--- config.mk ---
export PLATFORM = sky130hd
export DESIGN_NAME = bsp_div
export DESIGN_NICKNAME = d
export VERILOG_FILES = /design/src/rtl/bsp_div.sv
export SDC_FILE = /design/constraint.sdc
export NUM_CORES = 1
export LEC_CHECK = 0
export BUFFER_PORTS_ARGS = -buffer_cell sky130_fd_sc_hd__buf_2
export CORE_AREA = 3 3 108 151
export CTS_CLUSTER_DIAMETER = 30
export DETAILED_ROUTE_END_ITERATION = 16
export DIE_AREA = 0 0 111 154
export GPL_TIMING_DRIVEN = 0
export HOLD_SLACK_MARGIN = 0.03
export PLACE_DENSITY = 0.65
export SYNTH_ARGS = -nofsm -noshare
export SYNTH_HDL_FRONTEND = slang
export SYNTH_SLANG_ARGS = --single-unit
--- constraint.sdc ---
create_clock -name aclk -period 3.92 [get_ports aclk]
set_input_delay 0.196 -clock aclk [delete_from_list [all_inputs] [get_ports aclk]]
set_output_delay 0.196 -clock aclk [all_outputs]
set_load 0.01 [all_outputs]
--- src/rtl/bsp_div.sv ---
// serial restoring divider on magnitudes, one quotient bit per cycle
`default_nettype none
module bsp_div #(
    parameter int DVD_W = 48,
    parameter int DVS_W = 32
) (
    input  wire logic             aclk,
    input  wire logic             aresetn,
    input  wire logic             start,
    input  wire logic [DVD_W-1:0] dvd,
    input  wire logic [DVS_W-1:0] dvs,
    output logic                  done,
    output logic [DVD_W-1:0]      quo
);
    localparam int CNT_W = $clog2(DVD_W + 1);

    logic               busy_reg, busy_next;
    logic               done_reg, done_next;
    logic [CNT_W-1:0]   cnt_reg, cnt_next;
    logic [DVS_W:0]     rem_reg, rem_next;
    logic [DVD_W-1:0]   quo_reg, quo_next;
    logic [DVS_W-1:0]   dvs_reg, dvs_next;
    logic [DVS_W:0]     rem_sh;
    logic               take;

    always_comb begin
        busy_next = busy_reg;
        done_next = 1'b0;
        cnt_next  = cnt_reg;
        rem_next  = rem_reg;
        quo_next  = quo_reg;
        dvs_next  = dvs_reg;
        rem_sh    = {rem_reg[DVS_W-1:0], quo_reg[DVD_W-1]};
        take      = rem_sh >= {1'b0, dvs_reg};
        if (start) begin
            busy_next = 1'b1;
            cnt_next  = '0;
            rem_next  = '0;
            quo_next  = dvd;
            dvs_next  = dvs;
        end else if (busy_reg) begin
            rem_next = take ? rem_sh - {1'b0, dvs_reg} : rem_sh;
            quo_next = {quo_reg[DVD_W-2:0], take};
            cnt_next = cnt_reg + 1'b1;
            if (cnt_reg == CNT_W'(DVD_W - 1)) begin
                busy_next = 1'b0;
                done_next = 1'b1;
            end
        end
    end

    always_ff @(posedge aclk) begin
        if (!aresetn) begin
            busy_reg <= 1'b0;
            done_reg <= 1'b0;
        end else begin
            busy_reg <= busy_next;
            done_reg <= done_next;
        end
        cnt_reg <= cnt_next;
        rem_reg <= rem_next;
        quo_reg <= quo_next;
        dvs_reg <= dvs_next;
    end

    assign done = done_reg;
    assign quo  = quo_reg;
endmodule
`default_nettype wire

==> summary.txt <==
Layout
  • Most used cells in the layout excluding fill and tap cells: buf_2 (135), edfxtp_1 (80), nor2_1 (49)
  • Ant diodes: 0
  • Number of nets at the end of the flow: 911
  • Count of non-filler cells in the finished layout: between 900 and 1000
  • Share of cells above drive strength 1: 28.9%
  • Most frequent standard cell in the layout excluding fill and tap cells: buf_2
  • Area growth syn-to-layout: 26.7%
  • Largest register FFs: 48

Drt
  • Drt first pass iters: 5
  • Iteration-0 DRC count of the detailed router: ~220
  • Average detailed-routed wire length per instance: 16.9 um
  • Mean number of vias per cell: between 5 and 6
  • Routed via count: between 5000 and 6000
  • Post-detailed-routing wire length: ~17 mm
  • Post-route DRC violation count: 0
  • Final ANT Viol Nets: 0

Critical path
  • Worst Setup End Kind: register
  • Critical setup path kind: reg -> reg
  • Worst path buffer plus inverter count: 1
  • Worst reg-to-reg setup slack: roughly 0.44 ns
  • Sort of element at the start of the critical path: register
  • Data arrival at the endpoint of the critical path: about 3.7 ns
  • Worst path required time: 4.18 ns
  • Launching point of the worst reg2reg path: quo[47]$_DFFE_PP_
  • Cell at the slowest stage of the critical path: a2111oi_0
  • CP peak stage delay: 0.70 ns
  • Worst r2r path cells: 11
  • Critical path's top delay family: compound AO/OA/AOI/OAI gates
  • Cell Chain, Critical Path: inv_1, ha_1, fa_1, nand2b_1, a21oi_1, o211ai_1, a21o_1, o211a_1, and4b_1, a2111oi_0, a211oi_1
  • Maximum net fanout on the critical path: 6
  • R2r endpoint: rem_reg[26]$_SDFFE_PP0P_

Min path
  • Endpoint, Worst Hold: quo[19]$_DFFE_PP_
  • Worst hold path cell count: 2
  • Start point of the worst hold path: dvd[19]
  • Class of the most critical hold timing path: in -> reg

Place
  • Last weighted congestion value of the routability-driven placer: 0.922
  • Number of cells after detailed placement: just over 900
  • Number of port buffers: 131
  • HPWL after detailed placement: ~13 mm

Clocking
  • Worst-skew pair later-pin latency: roughly 0.4 ns
  • TritonCTS clock tree: built
  • Clock tree root driver cell: clkbuf_16
  • Number of sinks handled by clock tree synthesis: 120
  • Clock buffer count from CTS: 17
  • Maximum clock insertion buffer count: 2
  • CTS resizes: 0
  • Clock transition time at the flip-flop clock pins of the worst setup and hold paths: ~0.060 ns
  • Number of levels in the clock H-tree: 4
  • Setup bufs post-CTS: 0

STA
  • Final hold viol count: 0
  • Transition time at the pin with the least slew margin: approximately 0.81 ns
  • Worst-case headroom to the max-slew limit: approximately 45%
  • Setup-failing EPs final: 0
  • Max Transition Viols Final: 0
  • Tcrit/Tclk final: between 80% and 90%
  • Final Skew: between 0.009 and 0.01 ns
  • F_max: 287 MHz
  • Tmin final: 3.48 ns
  • RSZ-0062 raised after global routing: false
  • TNS Setup: 0 ns

Global routing
  • Vias in the first global route: about 5700
  • Global route overflow: 0
  • Global-route wire length before repair: 27.7 mm
  • Maximum number of pins on one net before global-route repair: 34
  • All-layer global routing usage: 19.9%
  • Initial antenna violation count: 0

Floorplanning
  • Boundary Pins: between 100 and 150
  • Die Width: ~110 um
  • Initial Util: 44.9%
  • Core region area: roughly 15000 um^2
  • Vert. Die Dim: around 150 um
  • Num rows: 53
  • Die area: approximately 17000 um^2

Logic synthesis
  • Number of flops mapped to enable cells by yosys: 80
  • Fraction of synthesis flops using an asynchronous set or reset pin: 0%
  • Synthesized instance count: 610
  • Summed instance area of the synthesized netlist: 6750 um^2
  • Ys flop type: edfxtp_1
  • Post-Syn Nets: ~730
  • Count of different cell masters after synthesis: 65
  • Avg Synthesized Cell Area: 11.1 um^2
  • Count of synthesis-stage warnings from yosys: 0
  • Flip-flop and latch count after synthesis: between 100 and 150
  • Register area share after synthesis: ~47%

Power
  • Maximum VDD drop: ~0.28 mV
  • Power density relative to cell area: between 400 and 500 nW/um^2
  • Reported leakage power: roughly 3.6 nW

Run status
  • Outcome: finished, final reports clean

Job
  • Max-cap violation count: 0
-- worst max-delay path by stage --
stage,startpoint,end,slack [ns],cells past startpoint
after CTS,quo[47]$_DFFE_PP_,rem_reg[26]$_SDFFE_PP0P_,0.44,11
after detailed placement,quo[47]$_DFFE_PP_,rem_reg[26]$_SDFFE_PP0P_,0.47,11
after global placement,start,quo[41]$_DFFE_PP_,0.42,5
after global routing,quo[47]$_DFFE_PP_,rem_reg[26]$_SDFFE_PP0P_,0.31,11
after floorplan,dvs_reg[7]$_DFFE_PP_,quo[0]$_DFFE_PP_,1.08,12
final,quo[47]$_DFFE_PP_,rem_reg[26]$_SDFFE_PP0P_,0.44,11
-- cell type report --
cell class,count,area [um^2]
Multi-Input combinational cell,419,3220
Fill cell,1298,6500
Clock buffer,17,425
Inverter,40,150
Buffer,31,174
Sequential cell,120,3200
Tap cell,192,240
Clock inverter,14,134
Timing Repair Buffer,165,1010
-- synth_stat cells, types with 4 or more instances --
master	instances	area (um^2)
nor2b_1	7	43.8
nand4_1	11	68.8
nand2_1	30	113
ha_1	33	413
o211ai_1	5	37.5
nand2b_1	7	43.8
xnor2_1	14	123
a31oi_1	5	31.3
inv_1	40	150
mux2_2	48	541
a21o_1	10	75.1
clkbuf_1	19	71.3
nor3_1	7	35.0
xor2_1	16	140
nor2_1	49	184
a21oi_1	31	155
dfxtp_1	40	801
o21bai_1	8	60.1
edfxtp_1	80	2400
o21ai_0	19	95.1
and3_1	4	25.0
a211oi_1	30	225
mux2i_1	24	240
buf_2	4	20.0
-- timing repair --
| action | 4_1_cts | 5_1_grt |
|---|---|---|
| hold endpoints to repair | 33 | 0 |
| endpoints found under the setup margin | 0 | 0 |
| hold buffers | 33 | 0 |
-- power breakdown --
group          internal [mW]  leakage, nW  switching (mW)  total, mW
logic                  0.375         2.21           0.449      0.825
clock network          0.922        0.263           0.575       1.50
registers               1.48         1.12          0.0651       1.55
-- cell families (layout without fill, tap and decap cells) --
logic type	after synthesis	count (layout)	share of synthesized area (%)
compound gates	144	144	15.5
buf+inv	71	267	4.80
fa+ha+maj	34	34	6.41
simple gates	137	137	9.99
flops	120	120	47.4
mux	74	74	12.0
xor+xnor	30	30	3.89
-- per-stage QoR --
stage               setup slack, ns  util, %  hold slack, ns  instance area [um^2]  total power, mW
floorplan                      1.08        -           0.295                  6750             2.12
global placement              0.420     50.8           0.373                  7650             2.35
detailed placement            0.472     50.9           0.374                  7670             2.37
global route                  0.307     56.8          0.0675                  8560             4.05
finish                        0.440     56.8          0.0851                  8560             3.87
CTS                           0.438     56.8          0.0727                  8560             3.89
-- per-layer routing --
metal / part of all wire (%) / vias up / track usage, %
li1: - / 2646 / -
met1: 40 / 2587 / 22.1
met2: 52 / 185 / 36.2
met3: 6.6 / 17 / 6.10
met4: 1.7 / 0 / 6.34
met5: 0 / - / 0
Power figures use the tool's default switching activity.
